--- config.mk ---
export PLATFORM = sky130hd
export DESIGN_NAME = chunked_small_object_allocator
export DESIGN_NICKNAME = d
export VERILOG_FILES = /design/src/design/csoa_pkg.sv /design/src/design/csoa_ram.sv /design/src/design/csoa_slots.sv /design/src/design/chunked_small_object_allocator.sv
export SDC_FILE = /design/constraint.sdc
export NUM_CORES = 1
export LEC_CHECK = 0
export ABC_AREA = 0
export BUFFER_PORTS_ARGS = -buffer_cell sky130_fd_sc_hd__buf_2
export CAP_MARGIN = 20
export CELL_PAD_IN_SITES_DETAIL_PLACEMENT = 1
export CELL_PAD_IN_SITES_GLOBAL_PLACEMENT = 2
export CORE_AREA = 2 2 255 257
export DETAILED_ROUTE_END_ITERATION = 8
export DIE_AREA = 0 0 257 259
export GPL_TIMING_DRIVEN = 0
export HOLD_SLACK_MARGIN = 0.02
export PLACE_DENSITY = 0.79
export SLEW_MARGIN = 20
export SYNTH_ARGS = -nofsm -noshare
export SYNTH_HDL_FRONTEND = slang
export SYNTH_SLANG_ARGS = --single-unit
--- constraint.sdc ---
create_clock -name clk -period 4.8 [get_ports clk]
set_input_delay 0.96 -clock clk [delete_from_list [all_inputs] [get_ports clk]]
set_output_delay 0.96 -clock clk [all_outputs]
set_load 0.02 [all_outputs]
--- src/design/csoa_pkg.sv ---
`default_nettype none

package csoa_pkg;

    localparam int ADDR_W              = 20;
    localparam int CNT_W               = 9;
    localparam int CFG_W               = 9;
    localparam int SPAN_W              = 2 * CNT_W;
    localparam int ACTIVE_W            = 5;
    localparam int DEF_CHUNK_SLOTS     = 16;
    localparam int DEF_WINDOW_BITS     = 16;

    localparam logic [CNT_W-1:0] CNT_MAX = 9'd511;

    localparam logic [CFG_W-1:0] OBJECT_SIZE_RESET    = 9'd8;
    localparam logic [CFG_W-1:0] CHUNK_CAPACITY_RESET = 9'd256;

    localparam logic CFG_OBJECT_SIZE    = 1'b0;
    localparam logic CFG_CHUNK_CAPACITY = 1'b1;

    localparam logic [1:0] STATUS_OK      = 2'd0;
    localparam logic [1:0] STATUS_BAD_PTR = 2'd1;
    localparam logic [1:0] STATUS_NO_SLOT = 2'd2;

    localparam logic MODE_ALLOC = 1'b0;
    localparam logic MODE_FREE  = 1'b1;

    typedef struct packed {
        logic              mode;
        logic [ADDR_W-1:0] address;
    } alloc_req_t;

    typedef struct packed {
        logic [ADDR_W-1:0]   object_address;
        logic [1:0]          status;
        logic                chunk_released;
        logic [ACTIVE_W-1:0] active_chunks;
    } alloc_rsp_t;

    typedef enum logic [2:0] {
        FSM_IDLE,
        FSM_FREE_CHK,
        FSM_SCAN,
        FSM_ALLOC,
        FSM_DONE
    } fsm_state_t;

endpackage

`default_nettype wire

--- src/design/csoa_ram.sv ---
`default_nettype none

module csoa_ram #(
    parameter int WIDTH = 18,
    parameter int DEPTH = 16
) (
    input  wire logic                     clk,
    input  wire logic                     wr_en,
    input  wire logic [$clog2(DEPTH)-1:0] wr_addr,
    input  wire logic [WIDTH-1:0]         wr_data,
    input  wire logic [$clog2(DEPTH)-1:0] rd_addr,
    output logic      [WIDTH-1:0]         rd_data
);

    logic [WIDTH-1:0] mem [DEPTH];

    always_ff @(posedge clk)
    begin
        if (wr_en)
        begin
            mem[wr_addr] <= wr_data;
        end
        rd_data <= mem[rd_addr];
    end

endmodule

`default_nettype wire

--- src/design/csoa_slots.sv ---
`default_nettype none

module csoa_slots #(
    parameter int CHUNK_SLOTS = 16
) (
    input  wire logic                             clk,
    input  wire logic                             rst_n,
    input  wire logic                             set_en,
    input  wire logic                             clr_en,
    input  wire logic [$clog2(CHUNK_SLOTS)-1:0]   idx,
    output logic      [CHUNK_SLOTS-1:0]           active,
    output logic                                  free_found,
    output logic      [$clog2(CHUNK_SLOTS)-1:0]   free_idx,
    output logic      [$clog2(CHUNK_SLOTS+1)-1:0] count
);

    localparam int SLOT_W = $clog2(CHUNK_SLOTS);
    localparam int NUM_W  = $clog2(CHUNK_SLOTS + 1);

    logic [CHUNK_SLOTS-1:0] active_reg;
    logic [NUM_W-1:0]       count_reg;

    always_ff @(posedge clk or negedge rst_n)
    begin
        if (!rst_n)
        begin
            active_reg <= '0;
            count_reg  <= '0;
        end
        else if (set_en)
        begin
            active_reg[idx] <= 1'b1;
            count_reg       <= count_reg + NUM_W'(1);
        end
        else if (clr_en)
        begin
            active_reg[idx] <= 1'b0;
            count_reg       <= count_reg - NUM_W'(1);
        end
    end

    always_comb
    begin
        free_found = 1'b0;
        free_idx   = '0;
        for (int i = CHUNK_SLOTS - 1; i >= 0; i--)
        begin
            if (!active_reg[i])
            begin
                free_found = 1'b1;
                free_idx   = SLOT_W'(i);
            end
        end
    end

    assign active = active_reg;
    assign count  = count_reg;

endmodule

`default_nettype wire

--- src/design/chunked_small_object_allocator.sv ---
// Chunked small-object pool allocator.
// Requests arrive as items on the in channel (in_valid, in_stall, in_item). Mode 0
// allocates one object and returns its address as slot and byte offset; mode 1 frees the
// object at in_item.address. Every request yields exactly one result item on the out
// channel (out_valid, out_stall, out_item) with status, release flag and the number of
// active chunks after the request.
// One request is processed at a time. A free checks and writes back the entry read at
// acceptance in FSM_FREE_CHK and then moves its result to the output in FSM_DONE.
// An allocation scans the slot RAM one entry per cycle through its single read port,
// writes the chosen entry in FSM_ALLOC if a slot was found, then moves on to FSM_DONE.
// The next request is accepted in the cycle after the result has moved into the output
// register, while that register may still wait on out_stall.
// Configuration is written through cfg_write, cfg_index and cfg_data; the user must write it
// only while no request is in flight, as the block itself does not enforce this.
// Reset clears all active flags and the chunk count and restores object_size to 8 and
// the chunk capacity to 256; the slot RAM needs no clearing pass because an inactive slot
// is always treated as empty. While out_stall is high the result holds, and after one
// further result is computed the block stalls its input until the output drains.
`default_nettype none

module chunked_small_object_allocator #(
    parameter int CHUNK_SLOTS = csoa_pkg::DEF_CHUNK_SLOTS,
    parameter int WINDOW_BITS = csoa_pkg::DEF_WINDOW_BITS
) (
    input  wire logic                       clk,
    input  wire logic                       rst_n,
    input  wire logic                       in_valid,
    output logic                            in_stall,
    input  wire csoa_pkg::alloc_req_t       in_item,
    output logic                            out_valid,
    input  wire logic                       out_stall,
    output csoa_pkg::alloc_rsp_t            out_item,
    input  wire logic                       cfg_write,
    input  wire logic                       cfg_index,
    input  wire logic [csoa_pkg::CFG_W-1:0] cfg_data
);

    import csoa_pkg::*;

    localparam int SLOT_W = $clog2(CHUNK_SLOTS);
    localparam int NUM_W  = $clog2(CHUNK_SLOTS + 1);
    localparam int RAM_W  = 2 * CNT_W;

    localparam logic [ADDR_W-1:0] WIN_MASK = (WINDOW_BITS >= ADDR_W) ? '1 :
        ADDR_W'((64'd1 << WINDOW_BITS) - 64'd1);

    fsm_state_t state_reg, state_next;

    logic [CFG_W-1:0]  object_size_reg;
    logic [CFG_W-1:0]  chunk_capacity_reg;
    logic [SPAN_W-1:0] span_reg;

    logic [ADDR_W-1:0] addr_reg, addr_next;
    logic [SLOT_W-1:0] scan_idx_reg, scan_idx_next;
    logic [SLOT_W-1:0] pick_reg, pick_next;
    logic [CNT_W-1:0]  bump_reg, bump_next;
    logic [CNT_W-1:0]  freed_reg, freed_next;
    logic              claim_reg, claim_next;
    logic [ADDR_W-1:0] res_addr_reg, res_addr_next;
    logic [1:0]        res_status_reg, res_status_next;
    logic              res_rel_reg, res_rel_next;
    logic              out_valid_reg;
    alloc_rsp_t        out_item_reg;

    logic              in_accept;
    logic              load_out;
    logic              ram_wr_en;
    logic [SLOT_W-1:0] ram_wr_addr;
    logic [RAM_W-1:0]  ram_wr_data;
    logic [SLOT_W-1:0] ram_rd_addr;
    logic [RAM_W-1:0]  ram_rd_data;
    logic [CNT_W-1:0]  rd_bump;
    logic [CNT_W-1:0]  rd_freed;

    logic                   trk_set;
    logic                   trk_clr;
    logic [SLOT_W-1:0]      trk_idx;
    logic [CHUNK_SLOTS-1:0] active;
    logic                   free_found;
    logic [SLOT_W-1:0]      free_idx;
    logic [NUM_W-1:0]       count;

    logic [ADDR_W-1:0] in_slot_full;
    logic [ADDR_W-1:0] rq_slot_full;
    logic [ADDR_W-1:0] rq_offset;
    logic              rq_in_range;
    logic [SLOT_W-1:0] rq_slot;
    logic              free_bad;
    logic [CNT_W-1:0]  freed_inc;
    logic              free_release;
    logic              scan_hit;
    logic              scan_last;
    logic [SPAN_W-1:0] alloc_prod;
    logic [ACTIVE_W-1:0] active_sat;

    csoa_ram #(
        .WIDTH (RAM_W),
        .DEPTH (CHUNK_SLOTS)
    ) u_ram (
        .clk     (clk),
        .wr_en   (ram_wr_en),
        .wr_addr (ram_wr_addr),
        .wr_data (ram_wr_data),
        .rd_addr (ram_rd_addr),
        .rd_data (ram_rd_data)
    );

    csoa_slots #(
        .CHUNK_SLOTS (CHUNK_SLOTS)
    ) u_slots (
        .clk        (clk),
        .rst_n      (rst_n),
        .set_en     (trk_set),
        .clr_en     (trk_clr),
        .idx        (trk_idx),
        .active     (active),
        .free_found (free_found),
        .free_idx   (free_idx),
        .count      (count)
    );

    assign in_stall  = (state_reg != FSM_IDLE);
    assign in_accept = in_valid && !in_stall;
    assign out_valid = out_valid_reg;
    assign out_item  = out_item_reg;

    assign rd_bump  = ram_rd_data[RAM_W-1:CNT_W];
    assign rd_freed = ram_rd_data[CNT_W-1:0];

    assign in_slot_full = in_item.address >> WINDOW_BITS;
    assign rq_slot_full = addr_reg >> WINDOW_BITS;
    assign rq_offset    = addr_reg & WIN_MASK;
    assign rq_in_range  = (32'(rq_slot_full) < CHUNK_SLOTS);
    assign rq_slot      = rq_slot_full[SLOT_W-1:0];

    assign free_bad     = !rq_in_range || !active[rq_slot] ||
                          (rq_offset >= ADDR_W'(span_reg));
    assign freed_inc    = (rd_freed < CNT_MAX) ? rd_freed + CNT_W'(1) : rd_freed;
    assign free_release = (freed_inc == chunk_capacity_reg);

    assign scan_hit  = active[scan_idx_reg] && (rd_bump < chunk_capacity_reg);
    assign scan_last = (scan_idx_reg == SLOT_W'(CHUNK_SLOTS - 1));

    assign alloc_prod = SPAN_W'(bump_reg) * SPAN_W'(object_size_reg);
    assign active_sat = (32'(count) > 32'd31) ? ACTIVE_W'(31) : ACTIVE_W'(count);

    always_ff @(posedge clk or negedge rst_n)
    begin
        if (!rst_n)
        begin
            object_size_reg    <= OBJECT_SIZE_RESET;
            chunk_capacity_reg <= CHUNK_CAPACITY_RESET;
            span_reg           <= SPAN_W'(OBJECT_SIZE_RESET) *
                                  SPAN_W'(CHUNK_CAPACITY_RESET);
        end
        else
        begin
            if (cfg_write)
            begin
                unique case (cfg_index)
                    CFG_OBJECT_SIZE:    object_size_reg    <= cfg_data;
                    CFG_CHUNK_CAPACITY: chunk_capacity_reg <= cfg_data;
                endcase
            end
            span_reg <= SPAN_W'(object_size_reg) * SPAN_W'(chunk_capacity_reg);
        end
    end

    always_ff @(posedge clk or negedge rst_n)
    begin
        if (!rst_n)
        begin
            state_reg     <= FSM_IDLE;
            out_valid_reg <= 1'b0;
        end
        else
        begin
            state_reg <= state_next;
            if (load_out)
            begin
                out_valid_reg <= 1'b1;
            end
            else if (!out_stall)
            begin
                out_valid_reg <= 1'b0;
            end
        end
    end

    always_ff @(posedge clk)
    begin
        addr_reg       <= addr_next;
        scan_idx_reg   <= scan_idx_next;
        pick_reg       <= pick_next;
        bump_reg       <= bump_next;
        freed_reg      <= freed_next;
        claim_reg      <= claim_next;
        res_addr_reg   <= res_addr_next;
        res_status_reg <= res_status_next;
        res_rel_reg    <= res_rel_next;
        if (load_out)
        begin
            out_item_reg.object_address <= res_addr_reg;
            out_item_reg.status         <= res_status_reg;
            out_item_reg.chunk_released <= res_rel_reg;
            out_item_reg.active_chunks  <= active_sat;
        end
    end

    always_comb
    begin
        state_next = state_reg;
        unique case (state_reg)
            FSM_IDLE:
            begin
                if (in_accept)
                begin
                    state_next = (in_item.mode == MODE_FREE) ? FSM_FREE_CHK : FSM_SCAN;
                end
            end
            FSM_FREE_CHK:
            begin
                state_next = FSM_DONE;
            end
            FSM_SCAN:
            begin
                priority if (scan_hit)
                begin
                    state_next = FSM_ALLOC;
                end
                else if (scan_last)
                begin
                    state_next = (chunk_capacity_reg != '0 && free_found) ?
                                 FSM_ALLOC : FSM_DONE;
                end
            end
            FSM_ALLOC:
            begin
                state_next = FSM_DONE;
            end
            FSM_DONE:
            begin
                if (!out_valid_reg || !out_stall)
                begin
                    state_next = FSM_IDLE;
                end
            end
            default:
            begin
                state_next = FSM_IDLE;
            end
        endcase
    end

    always_comb
    begin
        addr_next       = addr_reg;
        scan_idx_next   = scan_idx_reg;
        pick_next       = pick_reg;
        bump_next       = bump_reg;
        freed_next      = freed_reg;
        claim_next      = claim_reg;
        res_addr_next   = res_addr_reg;
        res_status_next = res_status_reg;
        res_rel_next    = res_rel_reg;
        load_out        = 1'b0;
        ram_rd_addr     = scan_idx_reg + SLOT_W'(1);
        ram_wr_en       = 1'b0;
        ram_wr_addr     = pick_reg;
        ram_wr_data     = {bump_reg, freed_reg};
        trk_set         = 1'b0;
        trk_clr         = 1'b0;
        trk_idx         = pick_reg;
        unique case (state_reg)
            FSM_IDLE:
            begin
                addr_next       = in_item.address;
                scan_idx_next   = '0;
                claim_next      = 1'b0;
                res_addr_next   = '0;
                res_status_next = STATUS_OK;
                res_rel_next    = 1'b0;
                ram_rd_addr     = (in_item.mode == MODE_FREE) ?
                                  in_slot_full[SLOT_W-1:0] : '0;
            end
            FSM_FREE_CHK:
            begin
                ram_wr_addr = rq_slot;
                ram_wr_data = {rd_bump, freed_inc};
                trk_idx     = rq_slot;
                if (free_bad)
                begin
                    res_status_next = STATUS_BAD_PTR;
                end
                else if (free_release)
                begin
                    trk_clr      = 1'b1;
                    res_rel_next = 1'b1;
                end
                else
                begin
                    ram_wr_en = 1'b1;
                end
            end
            FSM_SCAN:
            begin
                scan_idx_next = scan_idx_reg + SLOT_W'(1);
                priority if (scan_hit)
                begin
                    pick_next  = scan_idx_reg;
                    bump_next  = rd_bump;
                    freed_next = rd_freed;
                end
                else if (scan_last)
                begin
                    if (chunk_capacity_reg != '0 && free_found)
                    begin
                        pick_next  = free_idx;
                        bump_next  = '0;
                        freed_next = '0;
                        claim_next = 1'b1;
                    end
                    else
                    begin
                        res_status_next = STATUS_NO_SLOT;
                    end
                end
            end
            FSM_ALLOC:
            begin
                res_addr_next = (ADDR_W'(pick_reg) << WINDOW_BITS) |
                                (ADDR_W'(alloc_prod) & WIN_MASK);
                ram_wr_en     = 1'b1;
                ram_wr_data   = {bump_reg + CNT_W'(1), freed_reg};
                trk_set       = claim_reg;
            end
            FSM_DONE:
            begin
                load_out = !out_valid_reg || !out_stall;
            end
            default:
            begin
                load_out = 1'b0;
            end
        endcase
    end

endmodule

`default_nettype wire

## Word level (Yosys, flattened, before mapping)

Memory sizes are Yosys's and may differ from the RTL's. A register that Yosys moved wholly into a read port is not among the register bits.
Cells that the tools add are included.

- Reduce and logical (&&, ||, !) cells: 30
- Add/sub/neg operators: 5
- Div/mod/pow operators: 0
- Order comparisons: 8
- Shift operators: 0
- Multiplexer cells: 87
- Bitwise gates (word level): 5
- Multipliers: 2
- Equality and inequality tests: 17

Operators with widths:

| kind | count |
|---|---|
| 2-to-1 mux 4 bit | 22 |
| 2-to-1 mux 9 bit | 5 |
| one-hot mux 20 bit (2 select lines) | 1 |
| one-hot mux 18 bit (2 select lines) | 1 |
| 2-to-1 mux 1 bit | 35 |
| 2-to-1 mux 16 bit | 2 |
| less-than comparator 4 x 5 -> 1 bit, second input constant | 4 |
| bitwise OR 20 x 16 -> 20 bit | 1 |
| adder 9 x 1 -> 9 bit, second input constant | 2 |
| >= comparator 16 x 18 -> 1 bit | 1 |
| multiplier 9 x 9 -> 18 bit | 1 |
| inequality test 2 bit, second input constant | 9 |
| bitwise AND 16 bit | 1 |
| multiplier 9 x 9 -> 16 bit | 1 |
| inverter 16 bit | 1 |
| bitwise OR 16 bit | 1 |
| 2-to-1 mux 3 bit | 5 |
| one-hot mux 3 bit (4 select lines) | 1 |
| nonzero test 2 bit | 6 |
| 2-to-1 mux 2 bit | 5 |
| 2-to-1 mux 5 bit | 2 |
| equality test 9 bit | 1 |
| less-than comparator 9 bit | 1 |
| less-than comparator 9 bit, second input constant | 1 |
| other kinds (27) | 44 |

- RAM bits: 288
- Memories kept: 1
- ROM bits: 0
- Output and inout bits: 30
- Flip-flop bits (word level): 159
- Latch bits: 0

Memories:

| memory | depth | bits a word | read ports | clocked after Yosys merged registers in | write ports | line | source |
|---|---|---|---|---|---|---|---|
| u_ram.mem | 16 | 18 | 1 | 1 | 1 | csoa_ram.sv:15 | `logic [WIDTH-1:0] mem [DEPTH];` |

## Logic depth before layout (Yosys ltp)

- Depth after elaboration: 21
- Depth in mapped cells: 21
- Gate-level depth less buffers: 19

## Cells and area by module

A second synthesis with hierarchy kept.

- Cells, all modules: 1731
- Area total of the unflattened synthesis: 24029.3 um^2

Modules (own cells, without submodules):

| module | cells each | seq. area each (um^2) | instances | area each (um^2) |
|---|---|---|---|---|
| chunked_small_object_allocator | 1128 | 3947.5 | 1 | 11512.3 |
| csoa_ram | 482 | 9008.6 | 1 | 11322.1 |
| csoa_slots | 121 | 525.5 | 1 | 1194.9 |

## Worst setup path before layout

OpenSTA, ideal clock, no wires.

- Path kind: reg-to-reg
- Start point: register object_size_reg[5]
- End point: register span_reg[17]
- Cell stages (with the launch flop): 20
- Period minus slack after synthesis: 4843 ps
- Buffers on the path: 2
- Path slack: -43 ps
- Arrival time: 4763 ps
- Data required time: 4720 ps
- Path through: dfrtp_1 > clkbuf_1 > clkbuf_1 > nand2_1 > fa_1 > inv_1 > fa_1 > inv_1 > fa_1 > fa_1 > inv_1 > ha_1 > o21a_1 > a21oi_1 > o21ai_0 > a41o_1 > o41ai_1 > o21bai_1 > a21oi_1 > xnor2_1

- Word-level cells in the longest chain between the ends: 1

RTL lines:

| item | line | source |
|---|---|---|
| start, declared | chunked_small_object_allocator.sv:49 | `logic [CFG_W-1:0] object_size_reg;` |
| start signal, assigned | chunked_small_object_allocator.sv:161 | `CFG_OBJECT_SIZE: object_size_reg <= cfg_data;` |
| multiplier 9 x 9 -> 18 bit | chunked_small_object_allocator.sv:165 | `span_reg <= SPAN_W'(object_size_reg) * SPAN_W'(chunk_capacity_reg);` |
| end signal, assigned | chunked_small_object_allocator.sv:153 | `span_reg <= SPAN_W'(OBJECT_SIZE_RESET) *` |
| end signal, assigned | chunked_small_object_allocator.sv:165 |  |
| end, declared | chunked_small_object_allocator.sv:51 | `logic [SPAN_W-1:0] span_reg;` |

Every way passes these cells.
A chain may end at the register's enable or synchronous reset.

## Worst setup path in the final report

- Start point: register object_size_reg[5]
- End point: register res_addr_reg[14], data pin

- Word-level cells in the longest chain between the ends: 3

RTL lines:

| item | line | source |
|---|---|---|
| multiplier 9 x 9 -> 16 bit | chunked_small_object_allocator.sv:144 | `assign alloc_prod = SPAN_W'(bump_reg) * SPAN_W'(object_size_reg);` |
| bitwise OR 20 x 16 -> 20 bit | chunked_small_object_allocator.sv:331 | `res_addr_next = (ADDR_W'(pick_reg) << WINDOW_BITS) \|` |
| one-hot mux 20 bit (2 select lines) | chunked_small_object_allocator.sv:274 | `unique case (state_reg)` |
| end signal, assigned | chunked_small_object_allocator.sv:198 | `res_addr_reg <= res_addr_next;` |
| end, declared | chunked_small_object_allocator.sv:59 | `logic [ADDR_W-1:0] res_addr_reg, res_addr_next;` |

Every way passes these cells.

==> metrics <==
initial core utilization 0.385; Final Hold Viols 0; GR Util All Layers 0.213; GPL Wtd Cong 0.868; Post-Synthesis Cells 2105; wirelength, routed 71300 um; hpwl dp 52400 um; fraction of registers with async set/reset 0.131; WP data required 5.14 ns; Cell Area, Placed 26500 um2; drt wl/cell 22.4 um; Fill cells 6727; Final Cell Area 28900 um2; Root Buffer clkbuf_16; Congestion Overflow GR 0; nets@finish 2515; initial DRC count 1169; FP Rows 93; min-delay worst type input port to async pin; Worst-Margin Slew 1.11 ns; post-route total power 23.0 mW; CP startpoint kind flip-flop; H-Tree Depth 2; hold_buf cts 0; worst r2r path cells 16; mapped cell area 24600 um2; fin crit share 0.965; Clock Path Buffers 3; initial antenna violation count 0; Final ANT Viol Nets 0; fin crit period 4.63 ns; worst hold slack 0.242 ns; most frequent cells in the layout edfxtp_1, nand2_1, inv_1; Post-synth EDFFs 386; PD cells 795 nW/um2; CTS Sinks 465; Slew Viols, Final 0; CP max FO 5; Remaining DRCs 0; Core Area 63900 um2; Worst R2R Setup Slack 0.17 ns; Avg Inst Size Synth 11.7 um2; Crit Path Class flip-flop to flip-flop; sequential area share after synthesis 0.548; pin count of the biggest net entering global routing 42; clk slew on worst S/H paths 0.06 ns; die area 66600 um2; setup TNS 0 ns; r2r endpoint res_addr_reg[14]; Vias/cell 5.38; crit path DAT 4.98 ns; P&R area growth vs syn 17.2%; worst skew pair latency 0.63 ns; CTS Buf Count 52; chip height 259 um; CTS tree built; Synth cell types 72; Diodes inserted 0; Max-Cap Viols 0; max reg flops 288; layout cells sized above 1 0.163; fmax 216 MHz; headroom to the max-slew limit 0.258; DR vias 17110; Synth Register Bits 465; Warnings, synthesis 0; setup violators final 0; Max IR drop VDD 366 uV; vias in the first global route 18108; Crit. End Element flip-flop; clock skew 0.0466 ns; final core occ 0.452; IO Pins 66; IO buf count 64; Net Count, Synth 2340; commonest non-fill, non-tap cell in the layout edfxtp_1; status finished, final reports clean; Post-synth top flop edfxtp_1; Pre-antenna DRT Iters 5; first-pass GRT wire length 108000 um; Leak 11.4 nW; die width 257 um; Reg-to-Reg Start object_size_reg[5]
-- logic make-up (layout without fill, tap and decap cells) --
group / count (synthesis) / count (layout) / share of synthesized area
AOI/OAI and AO/OA: 384 / 384 / 0.104
and+or+nand+nor: 668 / 668 / 0.134
buffers and inverters: 323 / 542 / 0.0528
xor gates and xnor gates: 35 / 35 / 0.0125
adders and majority gates: 199 / 199 / 0.132
muxes: 31 / 31 / 0.0180
DFF: 465 / 465 / 0.548
-- metrics by stage --
| step | cells | setup slack [ns] |
|---|---|---|
| global placement | 3024 | -0.826 |
| floorplan | 2105 | 0.0602 |
| detailed placement | 3051 | -0.903 |
| CTS | 3142 | -0.0698 |
| global route | 3179 | -0.0587 |
| finish | 3179 | 0.166 |
-- final cells by class --
type	count	area, um2	area share
flip-flops and latches	465	13500	0.468
multi-input cells	1317	10100	0.349
clock buffers	71	1450	0.0504
well taps	855	1070	0.0371
repair buffers	140	1070	0.0369
inverters	194	731	0.0253
plain buffers	110	611	0.0212
clock inverters	27	353	0.0122
-- power breakdown --
group	switching [mW]	total (mW)	internal, mW
clock network	1.73	4.19	2.46
logic	7.98	12.7	4.72
registers	0.477	6.06	5.59
-- cells in the mapped netlist, drive strengths merged, types with 8 or more instances --
library cell	instances	share of area
xnor2	27	0.0096
dfxtp	18	0.015
a211oi	93	0.028
nor2b	11	0.0028
and2	106	0.027
and3	93	0.024
nor2	58	0.0088
fa	100	0.081
clkbuf	92	0.014
o2bb2ai	12	0.0043
buf	37	0.0091
nand3	48	0.010
edfxtp	386	0.47
inv	194	0.030
a311oi	37	0.013
nand2b	10	0.0025
o21ai	44	0.0089
a21oi	95	0.020
nand2	288	0.044
a21o	10	0.0030
nor3	13	0.0026
mux4	8	0.0073
nand4	10	0.0025
a31oi	49	0.012
ha	99	0.050
mux2	20	0.0095
xor2	8	0.0028
o22ai	9	0.0023
dfrtp	58	0.059
-- critical path, cell delays in order (launching register included) --
cell	delay, ns
dfrtp_2	0.44
buf_8	0.14
buf_4	0.14
and2_1	0.15
fa_1	0.55
fa_1	0.44
fa_1	0.55
inv_1	0.06
fa_1	0.53
inv_1	0.04
ha_1	0.34
or3_1	0.37
o21ai_1	0.12
a21oi_2	0.07
a31oi_1	0.20
xor2_1	0.18
nor2_1	0.05
-- worst max-delay path by stage --
| stage | end | cells past startpoint | slack, ns | startpoint |
|---|---|---|---|---|
| final | res_addr_reg[14] | 16 | 0.17 | object_size_reg[5] |
| after global routing | span_reg[16] | 20 | -0.06 | object_size_reg[2] |
| after CTS | span_reg[17] | 18 | -0.07 | object_size_reg[3] |
| after detailed placement | span_reg[17] | 19 | -0.90 | object_size_reg[5] |
| after global placement | span_reg[17] | 19 | -0.83 | object_size_reg[5] |
| after floorplan | span_reg[17] | 19 | 0.06 | object_size_reg[5] |
-- per-layer routing --
layer | vias to the layer above | track usage | share of wire
li1 | 7846 | - | -
met4 | 0 | 0.0814 | 0.037
met1 | 8748 | 0.263 | 0.41
met5 | - | 0 | 0
met2 | 390 | 0.381 | 0.51
met3 | 126 | 0.0252 | 0.042
-- timing repair --
action                     CTS  global route
pin swaps                    1            17
setup endpoints to repair   17             8
gates resized for setup     46            38
cloned                       0             0
setup buffers               10            39
Power figures use the tool's default switching activity.
